## config.mk

```make
export PLATFORM = sky130hd
export DESIGN_NAME = case_insensitive_substring_filter
export DESIGN_NICKNAME = d
export VERILOG_FILES = /design/src/design/cisf_pkg.sv /design/src/design/cisf_tokenizer.sv /design/src/design/cisf_cell.sv /design/src/design/case_insensitive_substring_filter.sv
export VERILOG_INCLUDE_DIRS = /design/src /design/src/design
export SDC_FILE = /design/constraint.sdc
export NUM_CORES = 1
export LEC_CHECK = 0
export BUFFER_PORTS_ARGS = -buffer_cell sky130_fd_sc_hd__buf_2
export CORE_MARGIN = 4
export CORE_UTILIZATION = 50
export DETAILED_ROUTE_END_ITERATION = 10
export PLACE_DENSITY = 0.67
export SYNTH_ARGS = -nofsm -noshare
export SYNTH_HDL_FRONTEND = slang
export SYNTH_SLANG_ARGS = --single-unit
```

## constraint.sdc

```tcl
create_clock -name clk -period 11.05 [get_ports clk]
set_clock_uncertainty 0.2 [all_clocks]
set_input_delay 3.315 -clock clk [delete_from_list [all_inputs] [get_ports clk]]
set_output_delay 3.315 -clock clk [all_outputs]
set_load 0.005 [all_outputs]
```

## src/design/case_insensitive_substring_filter_macros.svh

```systemverilog
// assertion macros for the substring filter rtl
`ifndef CASE_INSENSITIVE_SUBSTRING_FILTER_MACROS_SVH
`define CASE_INSENSITIVE_SUBSTRING_FILTER_MACROS_SVH

`ifndef SYNTHESIS
// checked property, masked while reset is asserted
`define CISF_ASSERT(lbl, prop, msg) \
  lbl: assert property (@(posedge clk) disable iff (!rst_n) prop) else $error(msg);
// checked property, live through reset as well
`define CISF_ASSERT_ALWAYS(lbl, prop, msg) \
  lbl: assert property (@(posedge clk) prop) else $error(msg);
`else
`define CISF_ASSERT(lbl, prop, msg)
`define CISF_ASSERT_ALWAYS(lbl, prop, msg)
`endif

`endif

```

## src/design/cisf_pkg.sv

```systemverilog
// types, constants and helpers for the substring filter
`timescale 1ns / 1ps
`default_nettype none
package cisf_pkg;

  localparam int unsigned QUERY_LIMIT = 24;
  localparam int unsigned HIT_LIMIT   = 64;
  localparam int unsigned NAME_LIMIT  = 4096;

  localparam int unsigned CHAR_W     = 8;
  localparam int unsigned CFG_DATA_W = 64;
  localparam int unsigned CFG_IDX_W  = 2;
  localparam int unsigned QLEN_W     = 5;
  localparam int unsigned NAME_IDX_W = 12;
  localparam int unsigned HIT_SLOT_W = 6;

  localparam int unsigned TOK_IDX_W  = $clog2(QUERY_LIMIT);
  localparam int unsigned TOK_CNT_W  = $clog2(QUERY_LIMIT + 1);
  localparam int unsigned NAME_CNT_W = $clog2(NAME_LIMIT);
  localparam int unsigned HIT_CNT_W  = $clog2(HIT_LIMIT + 1);

  localparam logic [CHAR_W-1:0] SPACE_CHAR = 8'h20;
  localparam logic [CHAR_W-1:0] NUL_CHAR   = 8'h00;

  typedef enum logic [CFG_IDX_W-1:0] {
    REG_WORD_A    = 2'd0,
    REG_WORD_B    = 2'd1,
    REG_WORD_C    = 2'd2,
    REG_QUERY_LEN = 2'd3
  } cfg_reg_t;

  typedef struct packed {
    logic [CHAR_W-1:0] character;
    logic              restart;
  } in_word_t;

  typedef struct packed {
    logic [NAME_IDX_W-1:0] name_index;
    logic                  matched;
    logic [HIT_SLOT_W-1:0] hit_slot;
    logic                  recorded;
    logic                  list_full;
  } out_word_t;

  typedef logic [QUERY_LIMIT-1:0][CHAR_W-1:0] tok_vec_t;

  // query loader status
  typedef struct packed {
    logic                 busy;
    logic [TOK_CNT_W-1:0] count;
  } tok_stat_t;

  // per character control broadcast to every cell
  typedef struct packed {
    logic              step;
    logic              flush;
    logic              restart;
    logic [CHAR_W-1:0] lc;
    logic              lc_space;
  } cisf_ctl_t;

  function automatic logic [CHAR_W-1:0] fold_case(input logic [CHAR_W-1:0] c);
    logic [CHAR_W-1:0] r;
    r = c;
    if (c >= 8'h41 && c <= 8'h5a) begin
      r = c + 8'h20;
    end
    return r;
  endfunction

endpackage
`default_nettype wire

```

## src/design/cisf_tokenizer.sv

```systemverilog
// query registers and the sweep that packs them into match tokens
`timescale 1ns / 1ps
`default_nettype none
module cisf_tokenizer (
  input  logic                                  clk,
  input  logic                                  rst_n,
  input  logic                                  cfg_valid,
  input  logic [cisf_pkg::CFG_IDX_W-1:0]        cfg_index,
  input  logic [cisf_pkg::CFG_DATA_W-1:0]       cfg_data,
  output logic                                  cfg_ready,
  output cisf_pkg::tok_vec_t                    tokens,
  output cisf_pkg::tok_stat_t                   stat
);
  import cisf_pkg::*;

  localparam logic [TOK_IDX_W-1:0] IDX_LAST = TOK_IDX_W'(QUERY_LIMIT - 1);

  logic [CFG_DATA_W-1:0] word_a_r, word_b_r, word_c_r;
  logic [QLEN_W-1:0]     qlen_r;
  tok_vec_t              tok_r;
  logic [TOK_CNT_W-1:0]  cnt_r, cnt_nxt;
  logic [TOK_IDX_W-1:0]  idx_r, idx_nxt;
  logic                  busy_r, busy_nxt;
  logic                  stop_r, stop_nxt;
  logic                  last_space_r, last_space_nxt;
  logic [3*CFG_DATA_W-1:0] qchars;
  logic [CHAR_W-1:0]     ch, ch_lc;
  logic [QLEN_W-1:0]     len_eff;
  logic                  take, wr_en;

  assign cfg_ready  = 1'b1;
  assign qchars     = {word_c_r, word_b_r, word_a_r};
  assign ch         = qchars[{idx_r, 3'b000} +: CHAR_W];
  assign ch_lc      = fold_case(ch);
  assign len_eff    = (qlen_r > QLEN_W'(QUERY_LIMIT)) ? QLEN_W'(QUERY_LIMIT) : qlen_r;
  assign take       = busy_r && !stop_r && (QLEN_W'(idx_r) < len_eff);
  assign tokens     = tok_r;
  assign stat.busy  = busy_r;
  assign stat.count = cnt_r;

  always_comb begin
    cnt_nxt        = cnt_r;
    idx_nxt        = idx_r;
    busy_nxt       = busy_r;
    stop_nxt       = stop_r;
    last_space_nxt = last_space_r;
    wr_en          = 1'b0;
    if (busy_r) begin
      if (take) begin
        if (ch == NUL_CHAR) begin
          stop_nxt = 1'b1;
        end else if (!(ch_lc == SPACE_CHAR && last_space_r)) begin
          // space runs collapse into one token
          wr_en          = 1'b1;
          cnt_nxt        = cnt_r + 1'b1;
          last_space_nxt = (ch_lc == SPACE_CHAR);
        end
      end
      if (idx_r == IDX_LAST) begin
        busy_nxt = 1'b0;
      end else begin
        idx_nxt = idx_r + 1'b1;
      end
    end
    if (cfg_valid) begin
      busy_nxt       = 1'b1;
      idx_nxt        = '0;
      cnt_nxt        = '0;
      stop_nxt       = 1'b0;
      last_space_nxt = 1'b0;
    end
  end

  always_ff @(posedge clk) begin
    if (!rst_n) begin
      word_a_r     <= '0;
      word_b_r     <= '0;
      word_c_r     <= '0;
      qlen_r       <= '0;
      cnt_r        <= '0;
      idx_r        <= '0;
      busy_r       <= 1'b0;
      stop_r       <= 1'b0;
      last_space_r <= 1'b0;
    end else begin
      cnt_r        <= cnt_nxt;
      idx_r        <= idx_nxt;
      busy_r       <= busy_nxt;
      stop_r       <= stop_nxt;
      last_space_r <= last_space_nxt;
      if (cfg_valid) begin
        unique case (cfg_reg_t'(cfg_index))
          REG_WORD_A:    word_a_r <= cfg_data;
          REG_WORD_B:    word_b_r <= cfg_data;
          REG_WORD_C:    word_c_r <= cfg_data;
          REG_QUERY_LEN: qlen_r   <= cfg_data[QLEN_W-1:0];
        endcase
      end
    end
  end

  always_ff @(posedge clk) begin
    if (wr_en) begin
      tok_r[cnt_r[TOK_IDX_W-1:0]] <= ch_lc;
    end
  end

endmodule
`default_nettype wire

```

## src/design/cisf_cell.sv

```systemverilog
// one match cell: holds one bit of the position vector and compares against its token
`timescale 1ns / 1ps
`default_nettype none
module cisf_cell (
  input  logic                          clk,
  input  logic                          rst_n,
  input  cisf_pkg::cisf_ctl_t           ctl,
  input  logic [cisf_pkg::CHAR_W-1:0]   tok,
  input  logic                          en,
  input  logic                          last,
  input  logic                          prev_cur,
  output logic                          cur,
  output logic                          hit
);
  import cisf_pkg::*;

  logic bit_r, bit_nxt;
  logic nxt_val;

  // restart clears the vector before the character is handled
  assign cur = ctl.restart ? 1'b0 : bit_r;

  // advance on a token match, or stay on a space token while spaces repeat
  assign nxt_val = en && ((prev_cur && ctl.lc == tok) ||
                          (ctl.lc_space && cur && tok == SPACE_CHAR));
  assign hit     = nxt_val && last;

  always_comb begin
    bit_nxt = bit_r;
    if (ctl.step) begin
      bit_nxt = nxt_val;
    end else if (ctl.flush) begin
      bit_nxt = 1'b0;
    end
  end

  always_ff @(posedge clk) begin
    if (!rst_n) begin
      bit_r <= 1'b0;
    end else begin
      bit_r <= bit_nxt;
    end
  end

endmodule
`default_nettype wire

```

## src/design/case_insensitive_substring_filter.sv

```systemverilog
// top level of the case-insensitive substring filter
// usage:
//   in_*  : one name character per word; a zero character ends the name,
//           restart marks the first word of a new scan
//   out_* : one word per name end with name index, match flag, hit slot,
//           recorded and list full flags
//   cfg_* : query words a, b, c and query length at indexes 0..3
// throughput: one input word per cycle, back to back, unless the loader is busy
//   or a result is stuck, set by the row of match cells that advances the vector
// a name end shows on out_valid in the cycle after it is accepted
// after every configuration write the loader sweeps the 24 query bytes
//   into tokens one byte a cycle, and in_ready stays low until the sweep is done
// reset: query cleared (empty query matches all), counters and the
//   position vector cleared, no word pending on the output
// a stalled receiver holds the result register, and in_ready stays low
//   for every input word until that result is taken
`timescale 1ns / 1ps
`default_nettype none
`include "case_insensitive_substring_filter_macros.svh"
module case_insensitive_substring_filter (
  input  logic                            clk,
  input  logic                            rst_n,
  input  logic                            in_valid,
  output logic                            in_ready,
  input  cisf_pkg::in_word_t              in_data,
  output logic                            out_valid,
  input  logic                            out_ready,
  output cisf_pkg::out_word_t             out_data,
  input  logic                            cfg_valid,
  output logic                            cfg_ready,
  input  logic [cisf_pkg::CFG_IDX_W-1:0]  cfg_index,
  input  logic [cisf_pkg::CFG_DATA_W-1:0] cfg_data
);
  import cisf_pkg::*;

  // query tokens from the loader
  tok_vec_t  tokens;
  tok_stat_t tok_stat;

  // cell row wiring
  cisf_ctl_t              ctl;
  logic [QUERY_LIMIT-1:0] cur_w;
  logic [QUERY_LIMIT-1:0] hit_w;

  // scan state and result register
  logic [NAME_CNT_W-1:0] name_r, name_nxt, name_eff;
  logic [HIT_CNT_W-1:0]  hits_r, hits_nxt, hits_eff;
  logic                  found_r, found_nxt, found_eff;
  out_word_t             out_r, out_nxt;
  logic                  out_valid_r, out_valid_nxt;

  logic accept, name_end, matched, full, rec;

  cisf_tokenizer u_tokenizer (
    .clk       (clk),
    .rst_n     (rst_n),
    .cfg_valid (cfg_valid),
    .cfg_index (cfg_index),
    .cfg_data  (cfg_data),
    .cfg_ready (cfg_ready),
    .tokens    (tokens),
    .stat      (tok_stat)
  );

  // a new word is taken unless the loader is busy or a result is stuck
  assign in_ready  = !tok_stat.busy && (!out_valid_r || out_ready);
  assign accept    = in_valid && in_ready;
  assign name_end  = (in_data.character == NUL_CHAR);

  assign ctl.step     = accept && !name_end;
  assign ctl.flush    = accept && name_end;
  assign ctl.restart  = accept && in_data.restart;
  assign ctl.lc       = fold_case(in_data.character);
  assign ctl.lc_space = (ctl.lc == SPACE_CHAR);

  // cell k holds bit k+1 of the position vector; bit 0 is always live
  for (genvar k = 0; k < QUERY_LIMIT; k++) begin : g_cell
    cisf_cell u_cell (
      .clk      (clk),
      .rst_n    (rst_n),
      .ctl      (ctl),
      .tok      (tokens[k]),
      .en       (TOK_CNT_W'(k) < tok_stat.count),
      .last     (TOK_CNT_W'(k + 1) == tok_stat.count),
      .prev_cur ((k == 0) ? 1'b1 : cur_w[(k == 0) ? 0 : k - 1]),
      .cur      (cur_w[k]),
      .hit      (hit_w[k])
    );
  end

  // restart zeroes the counters before this word is handled
  assign name_eff  = in_data.restart ? '0 : name_r;
  assign hits_eff  = in_data.restart ? '0 : hits_r;
  assign found_eff = in_data.restart ? 1'b0 : found_r;

  // empty query matches every name
  assign matched = found_eff || (tok_stat.count == '0);
  assign full    = (hits_eff >= HIT_CNT_W'(HIT_LIMIT));
  assign rec     = matched && !full;

  always_comb begin
    name_nxt      = name_r;
    hits_nxt      = hits_r;
    found_nxt     = found_r;
    out_nxt       = out_r;
    out_valid_nxt = out_valid_r;
    if (out_valid_r && out_ready) begin
      out_valid_nxt = 1'b0;
    end
    if (accept) begin
      if (name_end) begin
        out_nxt.name_index = NAME_IDX_W'(name_eff);
        out_nxt.matched    = matched;
        out_nxt.hit_slot   = rec ? HIT_SLOT_W'(hits_eff) : '0;
        out_nxt.recorded   = rec;
        out_nxt.list_full  = full;
        out_valid_nxt      = 1'b1;
        hits_nxt           = hits_eff + HIT_CNT_W'(rec);
        // name counter wraps after the last index
        name_nxt  = (name_eff == NAME_CNT_W'(NAME_LIMIT - 1)) ? '0 : name_eff + 1'b1;
        found_nxt = 1'b0;
      end else begin
        name_nxt  = name_eff;
        hits_nxt  = hits_eff;
        found_nxt = found_eff || (|hit_w);
      end
    end
  end

  always_ff @(posedge clk) begin
    if (!rst_n) begin
      name_r      <= '0;
      hits_r      <= '0;
      found_r     <= 1'b0;
      out_valid_r <= 1'b0;
    end else begin
      name_r      <= name_nxt;
      hits_r      <= hits_nxt;
      found_r     <= found_nxt;
      out_valid_r <= out_valid_nxt;
    end
  end

  always_ff @(posedge clk) begin
    out_r <= out_nxt;
  end

  assign out_valid = out_valid_r;
  assign out_data  = out_r;

  // hit count saturates at the list size
  `CISF_ASSERT(a_hits_bounded, hits_r <= HIT_CNT_W'(HIT_LIMIT), "hit count overflow")
  // a recorded hit is always a match taken while the list had room
  `CISF_ASSERT(a_rec_consistent, out_valid_r |-> (!out_r.recorded || (out_r.matched && !out_r.list_full)), "recorded without room")
  // a miss never takes a slot
  `CISF_ASSERT(a_miss_no_slot, (out_valid_r && !out_r.matched) |-> (out_r.hit_slot == '0 && !out_r.recorded), "slot on miss")
  // a name end clears the whole position vector
  `CISF_ASSERT(a_flush_clears, (accept && name_end) |=> (cur_w == '0 && !found_r), "vector not cleared")
  // packed token count never exceeds the query size
  `CISF_ASSERT(a_tok_count, tok_stat.count <= TOK_CNT_W'(QUERY_LIMIT), "token count too large")
  // reset leaves no result pending
  `CISF_ASSERT_ALWAYS(a_reset_idle, !rst_n |=> !out_valid_r, "result pending after reset")

endmodule
`default_nettype wire

```

---- Yosys cells after proc, flatten, opt, wreduce, memory -nomap -nowiden ----
Cells that the tools add are included.
operators by class
  equality and inequality tests ........... 79
  shifts and indexed selects .............. 1
  mux-type cells .......................... 72
  order comparisons ....................... 33
  bitwise gates (word level) .............. 4
  $add $sub $neg .......................... 6
  reduce and logical (&&, ||, !) cells .... 179
operator list
  cell                                                                                 number
  8-bit by 6-bit equality test with 1-bit output, second input constant                26
  192-bit bitwise mux                                                                  1
  8-bit equality test                                                                  24
  192-bit by 9-bit variable part select with 8-bit output                              1
  1-bit logical AND                                                                    132
  1-bit two-way mux                                                                    61
  5-bit equality test, first input constant                                            9
  8-bit demux with 5-bit select                                                        1
  4-bit by 5-bit equality test with 1-bit output, first input constant                 8
  4-bit by 5-bit < comparator with 1-bit output, first input constant                  8
  5-bit < comparator, first input constant                                             8
  12-bit two-way mux                                                                   3
  1-bit logical OR                                                                     27
  8-bit two-way mux                                                                    3
  24-bit OR reduction                                                                  1
  3-bit by 5-bit equality test with 1-bit output, first input constant                 4
  3-bit by 5-bit < comparator with 1-bit output, first input constant                  4
  8-bit by 6-bit adder with 8-bit output, second input constant                        2
  8-bit by 7-bit greater-or-equal comparator with 1-bit output, second input constant  2
  8-bit by 7-bit <= comparator with 1-bit output, second input constant                2
  8-bit logical NOT                                                                    2
  7-bit two-way mux                                                                    2
  12-bit by 1-bit adder with 12-bit output, second input constant                      1
  12-bit equality test, second input constant                                          1
  24 further kinds                                                                     41
storage, ports and cells
  input bits .............................. 80
  bits in registers ....................... 468
  word-level logic and storage cells ...... 440

---- Longest topological paths before layout ----
Gate-level depths: netlist (run 1).
  depth in word-level cells ............... 14
  depth in mapped cells ................... 14
  mapped depth without buffers ............ 13

---- By module ----
A second synthesis (run 1) with hierarchy kept.
second synthesis, totals
  cell total of the unflattened synthesis .. 2,196
  area total of the unflattened synthesis .. 22,615.4 um2
by module, submodules not included
  module                             cells each  area each (um2)  seq. area each (um2)  instances
  cisf_tokenizer                     1,357       15,761.4         9,969.6               1
  cisf_cell                          23          183.9            20.0                  24
  case_insensitive_substring_filter  287         2,439.8          1,051.0               1

---- Least setup slack after synthesis (run 1) ----
OpenSTA, ideal clock, no wires.
  kind .................................... in2out
  start point ............................. input port out_ready
  end point ............................... output port in_ready
  setup slack ............................. 3,949 ps
  cell stages on the path ................. 2
  buffers on the path ..................... 0
  data arrival time ....................... 3,586 ps
  cell sequence ........................... nor2b_1 nor2_1
on the way
  cells in the longest elaborated chain, start to end .. 2
RTL lines
  what               RTL line                                 RTL
  from (decl)        case_insensitive_substring_filter.sv:27  input logic out_ready,
  1-bit logical OR   case_insensitive_substring_filter.sv:66  assign in_ready = !tok_stat.busy && (!out_valid_r || out_ready);
  1-bit logical AND  case_insensitive_substring_filter.sv:66
  to (decl)          case_insensitive_substring_filter.sv:24  output logic in_ready,
No other way between the ends.

---- Final worst setup path (run 1) ----
Ends and elaborated chain as after synthesis.

==> impl_metrics.csv, run 1 <==
group,metric,value,unit
clocking,clk-insertion-delay-late,0.58,ns
power_and_ir_drop,p_total,0.00368,W
clocking,cts_buffers,50,
cells_and_area,layout_commonest_cell,"nand2_1",
worst_setup_path,crit_fanout,4,
global_route,antenna_found_initial,7,
placement,place_worst_setup_slack,3.65,ns
clocking,root_buffer,"clkbuf_16",
logic_synthesis,async_flop_share,0,%
clocking,cts_tree,"done",
drt,dr_total_vias,15955,
placement,portBuffers,102,
power_and_ir_drop,p_per_area,150,nW/um^2
status,status,"complete, no violations",
clocking,cts_hold_buf,0,
sta,relSlewSlack,14.0,%
drt,first_pass_iters,6,
clocking,cts.sinks,468,
global_route,use_met3,4.05,%
sta,rsz0062_at_grt,"false",
logic_synthesis,synth_top_area_share,29.1,%
sta,finalCriticalPeriod,7.40,ns
floorplanning,rows,76,
logic_synthesis,seq_area_frac_synth,52.3,%
global_route,use_met1,31.0,%
clocking,postCtsSetupBuffers,0,
logic_synthesis,synthTopCellsByArea,"edfxtp_1 29%, dfxtp_1 23%, nand2_1 8.0%",
logic_synthesis,synth_top_family_by_area,"simple AND/OR/NAND/NOR gates",
clocking,clk_pin_slew,0.06,ns
floorplanning,die-area,47400,um^2
global_route,grt-ovfl-total,0,
worst_setup_path,crit_type,"in -> out",
floorplanning,num_io_pins,104,
min_path,holdCritPathClass,"reg -> reg",
logic_synthesis,ys.warnings.count,0,
floorplanning,fp.coreArea,43300,um^2
cells_and_area,drive_gt1_share,12.6,%
worst_setup_path,cpMostUsedCell,"buf_2",
power_and_ir_drop,ir_worst_vdd,128,uV
clocking,htreeDepth,2,
global_route,grt_pass1_vias,16046,
logic_synthesis,yosys.area_share.adder,0.796,%
drt,ant_nets,0,
placement,place.gp.congestion,0.938,
logic_synthesis,synth_xor_area_share,8.16,%
sta,worstMarginPinSlew,1.29,ns
cells_and_area,fin_area,24500,um^2
logic_synthesis,synth.area.mux_share,6.23,%
logic_synthesis,synth_fp_nets,2196,
logic_synthesis,yosysTopAreaCell,"edfxtp_1",
logic_synthesis,ys.flop_type,"dfxtp_1",
sta,drv_slew,0,
floorplanning,die_w,218,um
cells_and_area,mostFrequentLayoutCells,"471 x nand2_1, 253 x dfxtp_1, 213 x edfxtp_1",
logic_synthesis,synth-simple-area-share,18.0,%
cells_and_area,finalNetCount,2245,
logic_synthesis,syn_avg_cell_area,10.5,um^2
global_route,gr-usage-all-layers,24.0,%
logic_synthesis,netlist_instances,2102,
drt,remaining_drc_errors,0,
worst_setup_path,worst_ep_arrival_time,3.89,ns
worst_setup_path,path_cells,"buf_2, nor2b_1, nor2_1, buf_2",
global_route,grt_first_pass_wirelength,89900,um
job,drv_cap,0,
floorplanning,initial_core_util,50.8,%
worst_setup_path,critPathRequiredTime,7.54,ns
sta,fin_crit_sh,67.0,%
logic_synthesis,synth_edf_count,213,
global_route,met2_usage,40.9,%
clocking,cts_resized,0,
logic_synthesis,yosysUniqueCellTypes,76,
worst_setup_path,critPathLaunchType,"input pin",
logic_synthesis,post_synth_instance_area,22000,um^2
worst_setup_path,cp-end-kind,"output pin",
placement,post_dp_cell_area,22900,um^2
sta,hold_violations,0,
cells_and_area,final_core_util,56.6,%
drt,routed_wl,57400,um
logic_synthesis,synth-seq-cells,468,
sta,setup_tns,0,ns
sta,setup_viol_count_final,0,
drt,viasPerCell,5.75,
clocking,clock_path_buffers,3,
placement,hpwl,37100,um
sta,fin_ws,3.65,ns
global_route,grt_max_degree,143,
cells_and_area,areaGrowthSynthToFinish,11.3,%
worst_setup_path,cp_slowest_cell,"nor2b_1",
worst_setup_path,cpPeakStageDelay,0.25,ns
drt,wire_per_inst,20.7,um
floorplanning,die_y,218,um
logic_synthesis,synth_compound_area_share,11.3,%
drt,dr.first_iter.drc_count,1396,
sta,max_freq,135,MHz
power_and_ir_drop,power.leakage,8.11,nW
global_route,grt_busiest_layer,"met2",
[layer usage]
metal	up-vias	wire length (um)
met1	7792	24100
met2	497	28100
li1	7529	-
met4	8	1870
met5	-	50
met3	129	3320
[cell type report]
type | count | area [um^2]
clock buffer | 68 | 1380
clock inverter | 20 | 178
timing repair buffer | 131 | 734
fill | 3645 | 18800
inverter | 25 | 93.8
antenna | 3 | 7.51
tap | 585 | 732
multi-input combinational | 1475 | 9840
sequential | 468 | 11500
[Yosys cell counts (31+ instances only)]
cell type	instances
nand4_1	33
nor2b_1	42
xnor2_1	91
a21boi_0	208
nor4_1	46
nor2_1	93
nor3_1	31
nand2_1	471
mux4_2	51
xor2_1	114
clkbuf_1	94
dfxtp_1	255
edfxtp_1	213
[registers in the layout, indices dropped and copies added, names as in the netlist]
name / flops
u_tokenizer.busy_r: 1
g_cell.u_cell.bit_r: 24
u_tokenizer.word_b_r: 64
u_tokenizer.cnt_r: 5
u_tokenizer.word_a_r: 64
found_r: 1
u_tokenizer.tokens: 192
u_tokenizer.stop_r: 1
u_tokenizer.idx_r: 5
u_tokenizer.last_space_r: 1
name_r: 12
u_tokenizer.word_c_r: 64
out_data: 21
u_tokenizer.qlen_r: 5
hits_r: 7
out_valid: 1
[stage by stage]
step,instances,hold slack [ns]
final,2775,0.263
after global routing,2773,0.281
after CTS,2772,0.266
after detailed placement,2684,0.257
after global placement,2684,0.248
after floorplan,2102,0.237
[power by group]
group	switching (W)	total (W)	internal (W)
Clock	0.000667	0.00160	0.000937
Sequential	0.0000129	0.00184	0.00183
Combinational	0.000146	0.000231	0.0000851
[cells by family (layout without fill, tap and decap cells)]
kind of cell | count (synthesis) | count (layout)
AOI/OAI and AO/OA | 343 | 343
xor gates and xnor gates | 205 | 205
adders and majority gates | 14 | 14
buffers and inverters | 159 | 244
DFF | 468 | 468
muxes | 68 | 68
other | 1 | 4
and+or+nand+nor | 844 | 844
[critical path: cells and delay by family]
kind,cells,cell delay (ns)
buffers and inverters,2,0.23
and+or+nand+nor,2,0.34
[final timing paths]
check             depth (start not counted)                                   from  slack, ns                                    end
hold reg to reg                           2  u_tokenizer.word_a_r[50]$_SDFFE_PN0P_       0.26  u_tokenizer.word_a_r[50]$_SDFFE_PN0P_
hold / removal                            2  u_tokenizer.word_a_r[50]$_SDFFE_PN0P_       0.26  u_tokenizer.word_a_r[50]$_SDFFE_PN0P_
setup reg to reg                         11      u_tokenizer.idx_r[1]$_SDFFE_PP0P_       5.70       u_tokenizer.tokens[22]$_DFFE_PP_
setup / recovery                          4                              out_ready       3.65                               in_ready
Note: power is estimated with default switching activity, not from simulation.
==> run 2: changes to the inputs <==
--- a/config.mk
+++ b/config.mk
@@ -10,7 +10,7 @@
 export CORE_MARGIN = 4
 export CORE_UTILIZATION = 50
 export DETAILED_ROUTE_END_ITERATION = 10
-export PLACE_DENSITY = 0.67
+export PLACE_DENSITY = 0.7
 export SYNTH_ARGS = -nofsm -noshare
 export SYNTH_HDL_FRONTEND = slang
 export SYNTH_SLANG_ARGS = --single-unit
==> constraint.sdc (replaced) <==
create_clock -name clk -period 6.7 [get_ports clk]
set_clock_uncertainty 0.2 [all_clocks]
set_input_delay 2.01 -clock clk [delete_from_list [all_inputs] [get_ports clk]]
set_output_delay 2.01 -clock clk [all_outputs]
set_load 0.005 [all_outputs]
==> impl_metrics.csv, run 2 (synthesis gave the netlist of run 1 again) <==
group,metric,value,unit
global_route,grt_max_degree,131,
drt,viasPerCell,5.85,
clocking,cts_hold_buf,0,
cells_and_area,largest_reg_flops,192,
power_and_ir_drop,power_switching,0.00145,W
clocking,cts_buffers,50,
sta,setup_viol_count_final,0,
cells_and_area,layout_commonest_cell,"nand2_1",
cells_and_area,multi_input_area,9840,um^2
placement,hpwl,40400,um
worst_setup_path,critPathRequiredTime,7.03,ns
drt,wire_per_inst,21.6,um
sta,worstMarginPinSlew,1.11,ns
global_route,gr-usage-all-layers,25.3,%
placement,post_dp_cell_area,23000,um^2
power_and_ir_drop,ir_worst_vdd,182,uV
drt,routed_wl,60400,um
power_and_ir_drop,clkPwrFrac,46.0,%
power_and_ir_drop,p_seq_share,47.9,%
placement,place_worst_setup_slack,1.33,ns
cells_and_area,areaGrowthSynthToFinish,12.5,%
global_route,grt-ovfl-total,0,
floorplanning,initial_core_util,50.8,%
floorplanning,rows,76,
sta,drv_slew,0,
floorplanning,die-area,47400,um^2
clocking,htreeDepth,2,
power_and_ir_drop,intPower,0.00489,W
worst_setup_path,crit_type,"in -> reg",
clocking,clock_path_buffers,3,
global_route,grt_first_pass_wirelength,94300,um
global_route,antenna_found_initial,5,
worst_setup_path,cp_slowest_cell,"a41oi_4",
worst_setup_path,reg2reg_slack,1.90,ns
sta,relSlewSlack,25.6,%
power_and_ir_drop,p_per_area,256,nW/um^2
sta,finalCriticalPeriod,4.92,ns
cells_and_area,fin_area,24800,um^2
drt,ant_nets,0,
clocking,cts_resized,0,
drt,route.met3.wl,4010,um
worst_setup_path,worst_ep_arrival_time,5.25,ns
placement,place.gp.congestion,0.945,
sta,rsz0062_at_grt,"false",
clocking,root_buffer,"clkbuf_16",
sta,fin_ws,1.78,ns
sta,hold_violations,0,
clocking,clk_pin_slew,0.07,ns
cells_and_area,drive_gt1_share,13.8,%
worst_setup_path,cp-end-kind,"flip-flop",
drt,highest-signal-layer,"met5",
floorplanning,die_w,218,um
clocking,clk-insertion-delay-late,0.61,ns
cells_and_area,mostFrequentLayoutCells,"471 x nand2_1, 253 x dfxtp_1, 213 x edfxtp_1",
drt,first_pass_iters,5,
floorplanning,num_io_pins,104,
cells_and_area,ff_latch_area,11500,um^2
drt,dr_total_vias,16324,
clocking,cts_tree,"done",
cells_and_area,finalNetCount,2258,
worst_setup_path,critPathLaunchType,"input pin",
sta,hold_ws,0.262,ns
sta,max_freq,203,MHz
floorplanning,die_y,218,um
cells_and_area,fillers,3678,
drt,dr.first_iter.drc_count,1377,
status,status,"complete, no violations",
drt,wl_met1,25100,um
clocking,cts.sinks,468,
job,drv_cap,0,
worst_setup_path,path_cells,"buf_2, nor3_2, nand2_1, a41oi_4, buf_4, xnor2_1, o32ai_1, a32oi_1, and3_1, o211ai_1, a221oi_1, a21oi_1",
global_route,grt_pass1_vias,16557,
sta,setup_tns,0,ns
power_and_ir_drop,combPwrFrac,6.1,%
worst_setup_path,cpPeakStageDelay,0.74,ns
floorplanning,fp.coreArea,43300,um^2
min_path,holdCritPathClass,"reg -> reg",
drt,wl_met2,29300,um
power_and_ir_drop,swShare,22.9,%
power_and_ir_drop,p_total,0.00634,W
power_and_ir_drop,power.leakage,8.24,nW
clocking,postCtsSetupBuffers,0,
sta,fin_crit_sh,73.4,%
placement,portBuffers,102,
drt,remaining_drc_errors,0,
worst_setup_path,crit_fanout,13,
## run 2: changes by cell type in the layout (fill, tap and decap cells not counted), moves of 3 or more
cell,delta
clkinv_1,-3
clkbuf_1,-6
clkinvlp_4,+8
bufinv_16,+5
clkbuf_8,-4
buf_4,+13
## run 2: area by class of cell
class	instances	area share, %
diodes	1	0.0101
clock buffers	59	5.36
clock inverters	35	1.68
inverters	25	0.379
multi-input cells	1475	39.8
flip-flops and latches	468	46.5
well taps	585	2.96
repair buffers	144	3.36
## run 2: power groups by stage
stage | clock network, W | logic, W | registers [W]
global placement | 0 | 0.000374 | 0.00310
floorplan | 0 | 0.000254 | 0.00309
CTS | 0.00295 | 0.000384 | 0.00304
global route | 0.00307 | 0.000419 | 0.00304
finish | 0.00292 | 0.000386 | 0.00304
detailed placement | 0 | 0.000383 | 0.00310
## run 2: final timing paths
check / start / endpoint / cells after the start
worst max-delay path: in_data[4] / found_r$_SDFFE_PN0P_ / 12
worst min-delay path: u_tokenizer.word_b_r[22]$_SDFFE_PN0P_ / u_tokenizer.word_b_r[22]$_SDFFE_PN0P_ / 2
worst max register to register: u_tokenizer.idx_r[0]$_SDFFE_PP0P_ / u_tokenizer.tokens[105]$_DFFE_PP_ / 11
worst min register to register: u_tokenizer.word_b_r[22]$_SDFFE_PN0P_ / u_tokenizer.word_b_r[22]$_SDFFE_PN0P_ / 2
## run 2: layer usage
layer,global-route usage [%],up-vias
met4,8.78,8
met2,42.3,576
met3,4.54,127
met1,33.2,8057
li1,-,7556
met5,0,-
## run 2: per-stage QoR
stage / cells / utilization, %
after detailed placement: 2697 / 53.2
final: 2792 / 57.2
after global placement: 2697 / 53.2
after CTS: 2791 / 57.2
after floorplan: 2102 / -
after global routing: 2791 / 57.2
## run 2: worst max-delay path, delay by kind of cell
kind	cells	cell delay [ns]
AO/OA/AOI/OAI	6	1.77
XOR/XNOR	1	0.10
buffers and inverters	2	0.64
AND/OR/NAND/NOR	3	0.70
==> run 3: changes to the inputs <==
--- a/config.mk
+++ b/config.mk
@@ -10,7 +10,7 @@
 export CORE_MARGIN = 4
 export CORE_UTILIZATION = 50
 export DETAILED_ROUTE_END_ITERATION = 10
-export PLACE_DENSITY = 0.7
+export PLACE_DENSITY = 0.67
 export SYNTH_ARGS = -nofsm -noshare
 export SYNTH_HDL_FRONTEND = slang
 export SYNTH_SLANG_ARGS = --single-unit
==> constraint.sdc (replaced) <==
create_clock -name clk -period 4.65 [get_ports clk]
set_clock_uncertainty 0.2 [all_clocks]
set_input_delay 1.395 -clock clk [delete_from_list [all_inputs] [get_ports clk]]
set_output_delay 1.395 -clock clk [all_outputs]
set_load 0.005 [all_outputs]
==> impl_metrics.csv, run 3 (synthesis gave the netlist of run 1 again) <==
group,metric,value,unit
worst_setup_path,critPathLaunchType,"flip-flop",
global_route,grt_max_degree,142,
worst_setup_path,cpPeakStageDelay,0.65,ns
clocking,htreeDepth,2,
sta,hold_violations,0,
worst_setup_path,worst_ep_arrival_time,4.31,ns
clocking,clk_pin_slew,0.06,ns
cells_and_area,instances_no_fill,2818,
status,status,"complete, no violations",
clocking,cts_resized,0,
clocking,clk-insertion-delay-late,0.60,ns
worst_setup_path,reg2reg_slack,0.35,ns
worst_setup_path,cp_slowest_cell,"dfxtp_2",
clocking,cts_tree,"done",
sta,fin_crit_sh,92.4,%
global_route,antenna_found_initial,3,
drt,wire_per_inst,21.2,um
floorplanning,die-area,47400,um^2
drt,dr_total_vias,16190,
clocking,clock_path_buffers,3,
floorplanning,initial_core_util,50.8,%
power_and_ir_drop,p_total,0.00920,W
drt,dr.first_iter.drc_count,1301,
placement,place.gp.congestion,0.922,
worst_setup_path,worstSetupEndpoint,"u_tokenizer.tokens[116]$_DFFE_PP_",
global_route,grt_pass1_vias,16254,
worst_setup_path,critPathRequiredTime,4.66,ns
worst_setup_path,path_cells,"buf_4, mux4_2, mux2i_1, o21ai_0, a21o_1, or4_4, nor3_4, a21oi_2, nand2_1, buf_4, nor2_1",
global_route,grt_first_pass_wirelength,93000,um
clocking,cts.sinks,468,
floorplanning,die_w,218,um
cells_and_area,n_antenna_cell,0,
power_and_ir_drop,p_per_area,367,nW/um^2
worst_setup_path,worst_r2r_startpoint,"u_tokenizer.idx_r[0]$_SDFFE_PP0P_",
sta,setup_tns,0,ns
worst_setup_path,reg2reg_to,"u_tokenizer.tokens[116]$_DFFE_PP_",
cells_and_area,drive_gt1_share,14.8,%
worst_setup_path,crit_start,"u_tokenizer.idx_r[0]$_SDFFE_PP0P_",
placement,hpwl,40200,um
drt,viasPerCell,5.75,
cells_and_area,layout_commonest_cell,"nand2_1",
cells_and_area,fillers,3621,
global_route,grt-ovfl-total,0,
clocking,cts_hold_buf,0,
placement,dp_cells,2722,
power_and_ir_drop,power.leakage,8.45,nW
sta,worstMarginPinSlew,0.915,ns
worst_setup_path,rr_worst_depth,11,
power_and_ir_drop,ir_worst_vdd,257,uV
drt,remaining_drc_errors,0,
sta,drv_slew,0,
floorplanning,fp.coreArea,43300,um^2
floorplanning,die_y,218,um
placement,portBuffers,102,
job,drv_cap,0,
cells_and_area,finalNetCount,2284,
global_route,gr-usage-all-layers,24.8,%
floorplanning,rows,76,
floorplanning,num_io_pins,104,
sta,rsz0062_at_grt,"false",
sta,setup_viol_count_final,0,
clocking,root_buffer,"clkbuf_16",
drt,ant_nets,0,
worst_setup_path,crit_type,"reg -> reg",
worst_setup_path,cp-end-kind,"flip-flop",
cells_and_area,mostFrequentLayoutCells,"471 x nand2_1, 253 x dfxtp_1, 213 x edfxtp_1",
min_path,holdCritPathClass,"reg -> reg",
worst_setup_path,crit_fanout,14,
worst_setup_path,cpMostUsedCell,"buf_4",
cells_and_area,largest_reg_flops,192,
drt,routed_wl,59600,um
drt,first_pass_iters,7,
sta,finalCriticalPeriod,4.30,ns
cells_and_area,areaGrowthSynthToFinish,14.0,%
clocking,cts_buffers,51,
clocking,postCtsSetupBuffers,0,
sta,max_freq,233,MHz
sta,relSlewSlack,39.0,%
==> run 3: cell count changes in the layout (fill, tap and decap cells not counted), moves of 3 or more <==
cell,delta
clkbuf_4,+3
clkinv_1,-6
clkbuf_8,+8
clkinvlp_4,-7
clkbuf_1,+6
buf_12,+7
buf_4,+18
clkinvlp_2,-3
clkinv_2,+3
==> run 3: power breakdown <==
| group | internal (W) | switching [W] | total [W] |
|---|---|---|---|
| combinational | 0.000219 | 0.000352 | 0.000571 |
| sequential | 0.00435 | 0.0000347 | 0.00438 |
| clock | 0.00260 | 0.00165 | 0.00425 |
| total | 0.00717 | 0.00204 | 0.00920 |
==> run 3: layout make-up <==
cell class | count | area (um^2) | area share (%)
tap | 585 | 732 | 2.92
sequential | 468 | 11500 | 45.9
timing repair buffer | 169 | 1110 | 4.42
clock buffer | 78 | 1530 | 6.11
inverter | 25 | 93.8 | 0.374
clock inverter | 18 | 256 | 1.02
multi-input combinational | 1475 | 9840 | 39.3
==> run 3: how the worst min path moves through the flow <==
stage	cells past startpoint	endpoint	start
final	2	u_tokenizer.word_c_r[52]$_SDFFE_PN0P_	u_tokenizer.word_c_r[52]$_SDFFE_PN0P_
after global routing	2	u_tokenizer.word_b_r[51]$_SDFFE_PN0P_	u_tokenizer.word_b_r[51]$_SDFFE_PN0P_
after CTS	2	u_tokenizer.word_c_r[52]$_SDFFE_PN0P_	u_tokenizer.word_c_r[52]$_SDFFE_PN0P_
after floorplan	2	u_tokenizer.stop_r$_SDFFE_PP0P_	u_tokenizer.stop_r$_SDFFE_PP0P_
after global placement	2	u_tokenizer.word_b_r[48]$_SDFFE_PN0P_	u_tokenizer.word_b_r[48]$_SDFFE_PN0P_
after detailed placement	2	u_tokenizer.word_c_r[52]$_SDFFE_PN0P_	u_tokenizer.word_c_r[52]$_SDFFE_PN0P_
==> run 3: layer usage <==
metal | vias to the layer above | global-route usage [%] | routed length, um
li1 | 7611 | - | -
met1 | 7972 | 32.7 | 25300
met2 | 491 | 43.2 | 29700
met3 | 112 | 3.08 | 2990
met4 | 4 | 7.63 | 1630
met5 | - | 0 | 16
==> run 3: per-stage QoR <==
stage	hold WS [ns]	setup slack, ns	area [um^2]	util [%]
finish	0.261	0.354	25100	57.9
global route	0.282	0.169	25100	57.9
CTS	0.262	0.330	25100	57.9
detailed placement	0.255	0.110	23300	53.8
global placement	0.246	0.141	23300	53.8
floorplan	0.237	0.471	22000	-
==> run 3: critical path, delay by kind of cell, from the launching register on <==
family | cells | cell delay, ns
AO/OA/AOI/OAI | 3 | 1.11
buffers and inverters | 2 | 0.56
flip-flops | 1 | 0.65
multiplexers | 2 | 0.31
AND/OR/NAND/NOR | 4 | 1.08
